--- src/hw/rtl/pocc_pkg.sv ---
// ----------------------------------------------------------------------------
// pocc_pkg
// Shared types and constants for the point and obstacle collision check.
// ----------------------------------------------------------------------------
package pocc_pkg;

  // defaults for the top level parameters
  localparam int NUM_SLOTS_DEF  = 16;
  localparam int COORD_BITS_DEF = 16;

  // fixed field widths
  localparam int SLOT_BITS = 4;
  localparam int SIZE_BITS = 15;

  // item modes
  localparam logic MODE_WRITE = 1'b0;
  localparam logic MODE_QUERY = 1'b1;

  // obstacle kinds
  typedef enum logic [1:0] {
    KIND_EMPTY  = 2'd0,
    KIND_POINT  = 2'd1,
    KIND_RECT   = 2'd2,
    KIND_CIRCLE = 2'd3
  } kind_t;

  // control part of an item travelling down the chain
  typedef struct packed {
    logic                 valid;
    logic                 mode;
    logic [SLOT_BITS-1:0] slot;
    kind_t                kind;
    logic                 blocking;
    logic                 hit;
  } item_ctrl_t;

  // size fields of an item
  typedef struct packed {
    logic [SIZE_BITS-1:0] w;
    logic [SIZE_BITS-1:0] h;
    logic [SIZE_BITS-1:0] r;
  } sizes_t;

endpackage

--- src/hw/rtl/pocc_cell.sv ---
// ----------------------------------------------------------------------------
// pocc_cell
// One obstacle slot of the chain: holds the slot, applies writes addressed
// to it and tests passing queries against it over four pipeline stages.
// ----------------------------------------------------------------------------
module pocc_cell #(
  parameter int COORD_BITS = pocc_pkg::COORD_BITS_DEF,
  parameter int IDX        = 0
) (
  input  logic                         clk,
  input  logic                         rst_n,
  input  logic                         en,
  input  pocc_pkg::item_ctrl_t         i_ctrl,
  input  logic signed [COORD_BITS-1:0] i_x,
  input  logic signed [COORD_BITS-1:0] i_y,
  input  pocc_pkg::sizes_t             i_sz,
  output pocc_pkg::item_ctrl_t         o_ctrl,
  output logic signed [COORD_BITS-1:0] o_x,
  output logic signed [COORD_BITS-1:0] o_y,
  output pocc_pkg::sizes_t             o_sz
);

  localparam int SZ  = pocc_pkg::SIZE_BITS;
  localparam int DW  = COORD_BITS + 1;
  localparam int MW  = (DW > SZ) ? DW : SZ;
  localparam int RW  = (DW + 1 > SZ) ? DW + 1 : SZ;
  localparam int SQW = 2 * SZ;

  // slot contents
  pocc_pkg::kind_t              kind_r;
  logic                         blk_r;
  logic signed [COORD_BITS-1:0] cx_r, cy_r;
  logic [SZ-1:0]                w_r, h_r, rad_r;

  // stage registers
  pocc_pkg::item_ctrl_t         s1_ctrl_r, s2_ctrl_r, s3_ctrl_r, o_ctrl_r;
  logic signed [COORD_BITS-1:0] s1_x_r, s2_x_r, s3_x_r, o_x_r;
  logic signed [COORD_BITS-1:0] s1_y_r, s2_y_r, s3_y_r, o_y_r;
  pocc_pkg::sizes_t             s1_sz_r, s2_sz_r, s3_sz_r, o_sz_r;

  logic                         s1_pt_r, s1_rect_r, s1_circ_r;
  logic signed [DW-1:0]         s1_dx_r, s1_dy_r;
  logic [SZ-1:0]                s1_w_r, s1_h_r, s1_r_r;

  logic                         s2_part_r, s2_circ_r;
  logic [SZ-1:0]                s2_ax_r, s2_ay_r, s2_r_r;

  logic                         s3_part_r, s3_circ_r;
  logic [SQW-1:0]               s3_sqx_r, s3_sqy_r, s3_sqr_r;

  // combinational values
  logic                         slot_match, query;
  logic signed [DW-1:0]         dx_nxt, dy_nxt;
  logic [DW-1:0]                ax, ay;
  logic [MW-1:0]                ax_m, ay_m;
  logic                         rect_ok, pt_ok, range_ok;
  logic                         part_nxt, circ_go_nxt, circ_ok;
  pocc_pkg::item_ctrl_t         o_ctrl_nxt;

  // write decode and query qualification
  assign slot_match = i_ctrl.valid && (i_ctrl.mode == pocc_pkg::MODE_WRITE) &&
                      (int'(i_ctrl.slot) == IDX);
  assign query      = i_ctrl.valid && (i_ctrl.mode == pocc_pkg::MODE_QUERY);

  // stage 1: signed offsets from the slot centre
  assign dx_nxt = DW'(i_x) - DW'(cx_r);
  assign dy_nxt = DW'(i_y) - DW'(cy_r);

  // stage 2: magnitudes and the cheap tests
  assign ax       = s1_dx_r[DW-1] ? DW'(-s1_dx_r) : DW'(s1_dx_r);
  assign ay       = s1_dy_r[DW-1] ? DW'(-s1_dy_r) : DW'(s1_dy_r);
  assign ax_m     = MW'(ax);
  assign ay_m     = MW'(ay);
  assign rect_ok  = (RW'({ax, 1'b0}) <= RW'(s1_w_r)) && (RW'({ay, 1'b0}) <= RW'(s1_h_r));
  assign pt_ok    = (ax == '0) && (ay == '0);
  assign range_ok = (ax_m <= MW'(s1_r_r)) && (ay_m <= MW'(s1_r_r));
  assign part_nxt    = (s1_rect_r && rect_ok) || (s1_pt_r && pt_ok);
  assign circ_go_nxt = s1_circ_r && range_ok;

  // stage 4: distance against radius, merged into the running hit flag
  assign circ_ok = s3_circ_r &&
                   ((SQW + 1)'(s3_sqx_r) + (SQW + 1)'(s3_sqy_r) <= (SQW + 1)'(s3_sqr_r));

  always_comb begin
    o_ctrl_nxt     = s3_ctrl_r;
    o_ctrl_nxt.hit = s3_ctrl_r.hit || s3_part_r || circ_ok;
  end

  // control registers and slot kind
  always_ff @(posedge clk) begin
    if (!rst_n) begin
      kind_r    <= pocc_pkg::KIND_EMPTY;
      blk_r     <= 1'b0;
      s1_ctrl_r <= '0;
      s2_ctrl_r <= '0;
      s3_ctrl_r <= '0;
      o_ctrl_r  <= '0;
    end else if (en) begin
      if (slot_match) begin
        kind_r <= i_ctrl.kind;
        blk_r  <= i_ctrl.blocking;
      end
      s1_ctrl_r <= i_ctrl;
      s2_ctrl_r <= s1_ctrl_r;
      s3_ctrl_r <= s2_ctrl_r;
      o_ctrl_r  <= o_ctrl_nxt;
    end
  end

  // payload registers
  always_ff @(posedge clk) begin
    if (en) begin
      if (slot_match) begin
        cx_r  <= i_x;
        cy_r  <= i_y;
        w_r   <= i_sz.w;
        h_r   <= i_sz.h;
        rad_r <= i_sz.r;
      end
      // item payload
      s1_x_r  <= i_x;    s2_x_r  <= s1_x_r;  s3_x_r  <= s2_x_r;  o_x_r  <= s3_x_r;
      s1_y_r  <= i_y;    s2_y_r  <= s1_y_r;  s3_y_r  <= s2_y_r;  o_y_r  <= s3_y_r;
      s1_sz_r <= i_sz;   s2_sz_r <= s1_sz_r; s3_sz_r <= s2_sz_r; o_sz_r <= s3_sz_r;
      // stage 1 snapshot of the slot
      s1_pt_r   <= query && blk_r && (kind_r == pocc_pkg::KIND_POINT);
      s1_rect_r <= query && blk_r && (kind_r == pocc_pkg::KIND_RECT);
      s1_circ_r <= query && blk_r && (kind_r == pocc_pkg::KIND_CIRCLE);
      s1_dx_r   <= dx_nxt;
      s1_dy_r   <= dy_nxt;
      s1_w_r    <= w_r;
      s1_h_r    <= h_r;
      s1_r_r    <= rad_r;
      // stage 2
      s2_part_r <= part_nxt;
      s2_circ_r <= circ_go_nxt;
      s2_ax_r   <= ax_m[SZ-1:0];
      s2_ay_r   <= ay_m[SZ-1:0];
      s2_r_r    <= s1_r_r;
      // stage 3 squares
      s3_part_r <= s2_part_r;
      s3_circ_r <= s2_circ_r;
      s3_sqx_r  <= SQW'(s2_ax_r) * SQW'(s2_ax_r);
      s3_sqy_r  <= SQW'(s2_ay_r) * SQW'(s2_ay_r);
      s3_sqr_r  <= SQW'(s2_r_r) * SQW'(s2_r_r);
    end
  end

  assign o_ctrl = o_ctrl_r;
  assign o_x    = o_x_r;
  assign o_y    = o_y_r;
  assign o_sz   = o_sz_r;

  // a write item never picks up a hit
  a_write_no_hit: assert property (@(posedge clk) disable iff (!rst_n)
    o_ctrl_r.valid && (o_ctrl_r.mode == pocc_pkg::MODE_WRITE) |-> !o_ctrl_r.hit)
    else $error("write transfer leaves cell with hit set");

  // a hit found upstream survives this cell
  a_hit_kept: assert property (@(posedge clk) disable iff (!rst_n)
    en && s3_ctrl_r.valid && s3_ctrl_r.hit |=> o_ctrl_r.hit)
    else $error("hit flag lost in cell");

  // an addressed write loads kind and blocking
  a_slot_write: assert property (@(posedge clk) disable iff (!rst_n)
    en && slot_match |=> (kind_r == $past(i_ctrl.kind)) && (blk_r == $past(i_ctrl.blocking)))
    else $error("slot write not applied");

  // a stalled chain holds its output stage
  a_stall_hold: assert property (@(posedge clk) disable iff (!rst_n)
    !en |=> $stable(o_ctrl_r))
    else $error("cell output changed during stall");

endmodule

--- config.mk ---
export PLATFORM = sky130hd
export DESIGN_NAME = pocc_cell
export DESIGN_NICKNAME = d
export VERILOG_FILES = /design/src/hw/rtl/pocc_pkg.sv /design/src/hw/rtl/pocc_cell.sv
export SDC_FILE = /design/constraint.sdc
export NUM_CORES = 2
export LEC_CHECK = 0
export BUFFER_PORTS_ARGS = -buffer_cell sky130_fd_sc_hd__buf_2
export CAP_MARGIN = 40
export CORE_ASPECT_RATIO = 0.9
export CORE_MARGIN = 3
export CORE_UTILIZATION = 43
export CTS_BUF_LIST = sky130_fd_sc_hd__clkbuf_16
export DETAILED_ROUTE_END_ITERATION = 6
export SYNTH_ARGS = -nofsm -noshare
export SYNTH_HDL_FRONTEND = slang
export SYNTH_SLANG_ARGS = --single-unit
--- constraint.sdc ---
create_clock -name clk -period 10.6 [get_ports clk]
set_clock_uncertainty 0.2 [all_clocks]
set_input_delay 1.59 -clock clk [delete_from_list [all_inputs] [get_ports clk]]
set_output_delay 1.59 -clock clk [all_outputs]
set_load 0.005 [all_outputs]
; Word-level counts from Yosys, hierarchy flattened
; Index checks and enable logic that the tools add are counted.
[op_classes]
n_eq_ne = 3
n_bitwise = 1
add_sub_neg = 5
n_mux = 2
magnitude_cmp = 5
multipliers = 3
n_reduce_logical = 21
[op_table]
columns = op, count
row1 = multiplier 15 x 15 -> 30 bit, 3
row2 = <= comparator 18 x 15 -> 1 bit, 2
row3 = <= comparator 17 x 15 -> 1 bit, 2
row4 = logical NOT 17 bit, 2
row5 = two-way mux 17 bit, 2
row6 = negator 17 bit, 2
row7 = subtractor 16 x 16 -> 17 bit, 2
row8 = adder 30 x 30 -> 31 bit, 1
row9 = <= comparator 31 x 30 -> 1 bit, 1
row10 = logical AND 1 bit, 14
row11 = == test 2 bit (second input constant), 2
row12 = logical NOT 4 bit, 1
row13 = logical OR 1 bit, 3
row14 = == test 2 x 1 -> 1 bit (second input constant), 1
row15 = AND reduction 2 bit, 1
row16 = NOT 1 bit, 1
[word_totals]
reg_bits = 649

; Logic depth before layout (Yosys ltp)
[logic_depth]
depth_word = 6
mapped_depth = 25
mapped_depth_nobuf = 24

; Worst setup path before layout
; OpenSTA, ideal clock, no wires.
[synth_path]
path_kind = register to register
start = reg s2_r_r[11]
end = reg s3_sqr_r[29], data pin
path_stages_with_launch = 24
path_buffers = 1
setup_ps = 260
t_arrival_ps = 5865
slack_ps = 4275
cell_sequence = edfxtp_1 -> clkbuf_1 -> inv_1 -> nor2_1 -> fa_1 -> inv_1 -> fa_1 -> inv_1 -> fa_1 -> fa_1 -> fa_1 -> inv_1 -> fa_1 -> inv_1 -> ha_1 -> and3_1 -> and3_1 -> a32oi_1 -> nand3_1 -> o31ai_1 -> a31oi_1 -> a211o_1 -> a21oi_1 -> xnor2_1
[synth_between]
elab_chain_cells = 1
[synth_rtl]
columns = element, line_no
row1 = from (decl), pocc_cell.sv:46  ; logic [SZ-1:0] s2_ax_r, s2_ay_r, s2_r_r;
row2 = from (signal assigned), pocc_cell.sv:138  ; s2_r_r <= s1_r_r;
row3 = multiplier 15 x 15 -> 30 bit, pocc_cell.sv:144  ; s3_sqr_r <= SQW'(s2_r_r) * SQW'(s2_r_r);
row4 = to (signal assigned), pocc_cell.sv:144
row5 = to (decl), pocc_cell.sv:49  ; logic [SQW-1:0] s3_sqx_r, s3_sqy_r, s3_sqr_r;
; Every way passes these cells.
; A chain may end at the register's enable or synchronous reset.

; Worst setup path in the final report
[layout_path]
start = reg s2_ax_r[8]
end = reg s3_sqx_r[28], data pin
[layout_between]
elab_chain_cells = 1
[layout_rtl]
columns = element, line_no
row1 = from (decl), pocc_cell.sv:46
row2 = from (signal assigned), pocc_cell.sv:136  ; s2_ax_r <= ax_m[SZ-1:0];
row3 = multiplier 15 x 15 -> 30 bit, pocc_cell.sv:142  ; s3_sqx_r <= SQW'(s2_ax_r) * SQW'(s2_ax_r);
row4 = to (signal assigned), pocc_cell.sv:142
row5 = to (decl), pocc_cell.sv:49
; Every way passes these cells.

==> flow_metrics.py <==
metrics = {
    "synthesis": {
        "synth_top_cell_by_area": "edfxtp_1",
        "synth_nets": 4581,
        "synthArstFlopShare_pct": 0,
        "synth_area_leaders": "edfxtp_1 (41%), fa_1 (19%), ha_1 (12%)",
        "synthesis.area_um2": 43870,
        "synth_most_common_cell": "inv_1",
        "syn-instance-count": 3653,
        "synth_commonest_cells": "inv_1 (740), edfxtp_1 (603), ha_1 (431)",
        "yosysSeqAreaShare_pct": 43.24,
        "synth.ff_latch_count": 646,
        "synth.yosys.warnings": 0,
        "netlist.area_leader.share_pct": 41.28,
        "synth.avg_cell_area_um2": 12.01,
        "synth_flop_cell": "edfxtp_1",
        "netlist-cell-type-count": 66,
        "count_of_flip_flops_with_a_built_in_enable_after_synthesis": 603,
    },
    "die": {
        "fp.coreArea_um2": 100600,
        "die_x_extent_um": 342.7,
        "chipHeight_um": 309.0,
        "die-area_um2": 105900,
        "placement_rows": 110,
        "initial_standard_cell_utilization_of_the_core_pct": 43.60,
        "ioPinCount": 177,
    },
    "cts": {
        "clkSinkCount": 646,
        "cts-root-buf": "clkbuf_16",
        "cts.repair_timing.setup_buffer_count": 0,
        "clock_tree_from_tritoncts": "done",
        "worst_setup_hold_path_clk_slew_ns": 0.06,
        "cts_htree_levels": 3,
        "ctsResizeCount": 0,
        "cts_buffer_depth": 3,
        "numCtsBuffers": 70,
        "worst_skew_pair.late_latency_ns": 0.62,
        "cts-hold-fix-buffers": 0,
    },
    "sta": {
        "timing.final.setup_violations": 0,
        "achievable_freq_mhz": 143.5,
        "period_utilization_pct": 65.74,
        "final_slew_violations": 0,
        "timing.max_slew.rel_slack_pct": 37.64,
        "final_critical_path_required_period_ns": 6.968,
        "setup_tns_ns": 0,
        "finalHoldViolCount": 0,
        "tightest_slew_ns": 0.9354,
        "grt_setup_unrepaired": "no",
    },
    "job": {
        "drv.max_cap_violation_count": 0,
    },
    "grt": {
        "grt_start_max_net_pins": 171,
        "grt-ovfl-total": 0,
        "vias_in_the_first_global_route": 26690,
        "number_of_antenna_violations_at_the_first_check_in_global_routing": 5,
        "grt_first_pass_wirelength_um": 141300,
        "grtUsageTotal_pct": 16.86,
    },
    "setup_path": {
        "crit_path_start_kind": "flop",
        "setup.worst_path.end_class": "flop",
        "worstPathMaxFanout": 15,
        "setup.reg_to_reg.worst_slack_ns": 3.63,
        "class_of_the_most_critical_setup_path": "reg2reg",
        "worst_ep_arrival_time_ns": 7.12,
        "worst_ep_required_ns": 10.75,
        "ff2ff_path_depth": 23,
    },
    "placed_design": {
        "place.detailed.hpwl_um": 68720,
        "place_congestion": 0.8640,
        "dp_cells": 5132,
        "place.port_buffers": 176,
    },
    "status": {
        "outcome": "finished clean",
    },
    "finish": {
        "flow.area_growth_from_synthesis_pct": 11.09,
        "num-nets-final": 4788,
        "layout_cells_sized_above_1_pct": 8.176,
        "layout.cells.non_filler": 5260,
        "layout.filler_cells": 8989,
    },
    "detailed_routing": {
        "drt_first_pass_iters": 5,
        "drcViolationCount": 0,
        "drt-wirelength-per-cell_um": 16.57,
        "final_antenna_net_count": 0,
        "drt-total-wl_um": 87180,
        "num_vias": 25710,
        "drt_first_iter_violations": 1368,
        "drt-vias-per-instance": 4.888,
    },
    "hold_path": {
        "holdCritPathClass": "reg2reg",
        "timing.hold.worst_path_depth": 0,
    },
}
critical path: stages, from the launching register on:
cell	delay, ns
edfxtp_1	0.65
and2_1	0.28
fa_1	0.54
inv_1	0.06
fa_1	0.53
inv_1	0.05
fa_1	0.50
inv_1	0.06
fa_1	0.54
inv_1	0.05
fa_1	0.47
inv_1	0.05
fa_1	0.47
inv_1	0.06
ha_1	0.41
o211ai_1	0.13
a211oi_1	0.41
o31ai_1	0.22
a31oi_1	0.34
a41oi_1	0.19
a21oi_1	0.21
o21a_1	0.13
nor2_1	0.04
xnor2_1	0.12
final timing paths:
kind | to | start
worst max-delay path | s3_sqx_r[28]$_DFFE_PP_ | s2_ax_r[8]$_DFFE_PP_
worst min register to register | s3_sz_r[25]$_DFFE_PP_ | s2_sz_r[25]$_DFFE_PP_
worst min-delay path | s3_sz_r[25]$_DFFE_PP_ | s2_sz_r[25]$_DFFE_PP_
worst max register to register | s3_sqx_r[28]$_DFFE_PP_ | s2_ax_r[8]$_DFFE_PP_
flip-flops by register name (all words and copies together) (netlist names), 29 cells and up:
signal / count
s3_sqy_r: 29
s3_sqx_r: 29
s3_sqr_r: 29
s1_sz_r: 45
s2_sz_r: 45
s3_sz_r: 45
o_sz: 45
through the flow:
step                hold slack [ns]  cell area (um^2)  setup slack [ns]  util, %
detailed placement           0.2045             46410             3.693    46.12
floorplan                    0.2003             43870             4.275        -
global placement             0.2002             46330             3.769    46.05
finish                       0.2100             48730             3.632    48.43
CTS                          0.2098             48720             3.651    48.43
global route                 0.2142             48720             3.178    48.43
final cells by class:
class	instances	area [um^2]	share of cell area, %
inverter	740	2779	5.703
clock inverter	56	566.8	1.163
timing repair buffer	196	1094	2.244
clock buffer	70	1752	3.595
antenna	2	5.005	0.01027
tap	1344	1682	3.451
sequential	646	18970	38.93
multi-input combinational	2206	21880	44.91
routing by layer:
layer,global-route usage (%),part of all wire [%],vias up
li1,-,-,12570
met1,23.44,47,12570
met2,27.18,46,458
met3,3.150,4.9,110
met4,4.722,2.4,4
met5,0,0.031,-
cell families (layout without fill, tap and decap cells):
kind of cell    Yosys count  count (layout)  share of synthesized area [%]
buf+inv                 801            1062                          6.871
compound gates          423             423                          6.272
other cells               0               2                              0
xor+xnor                174             174                          3.474
fa+ha+maj               838             838                          30.87
flops                   646             646                          43.24
simple gates            725             725                          8.215
mux                      46              46                          1.058
placed cells by master (no fill, tap or decap), types with 11 or more instances in the layout:
master	synthesis	routed
a211oi_1	20	20
a21o_1	61	61
a21oi_1	123	123
a31oi_1	14	14
and2_1	117	117
and3_1	15	15
buf_2	0	175
buf_4	0	17
clkbuf_16	0	70
dfxtp_1	43	43
edfxtp_1	603	603
fa_1	407	407
ha_1	431	431
inv_1	740	759
mux2i_1	43	43
nand2_1	264	264
nand2b_1	14	14
nand3_1	32	32
nand4_1	21	21
nor2_1	101	101
nor2b_1	68	68
nor3_1	36	36
o21a_1	31	31
o21ai_0	70	70
o21bai_1	22	22
o31ai_1	11	11
or3_1	14	14
xnor2_1	136	136
xor2_1	38	38
Power is not shown: default switching activity piles up to over one toggle a cycle in this logic, so the estimate is an artifact.
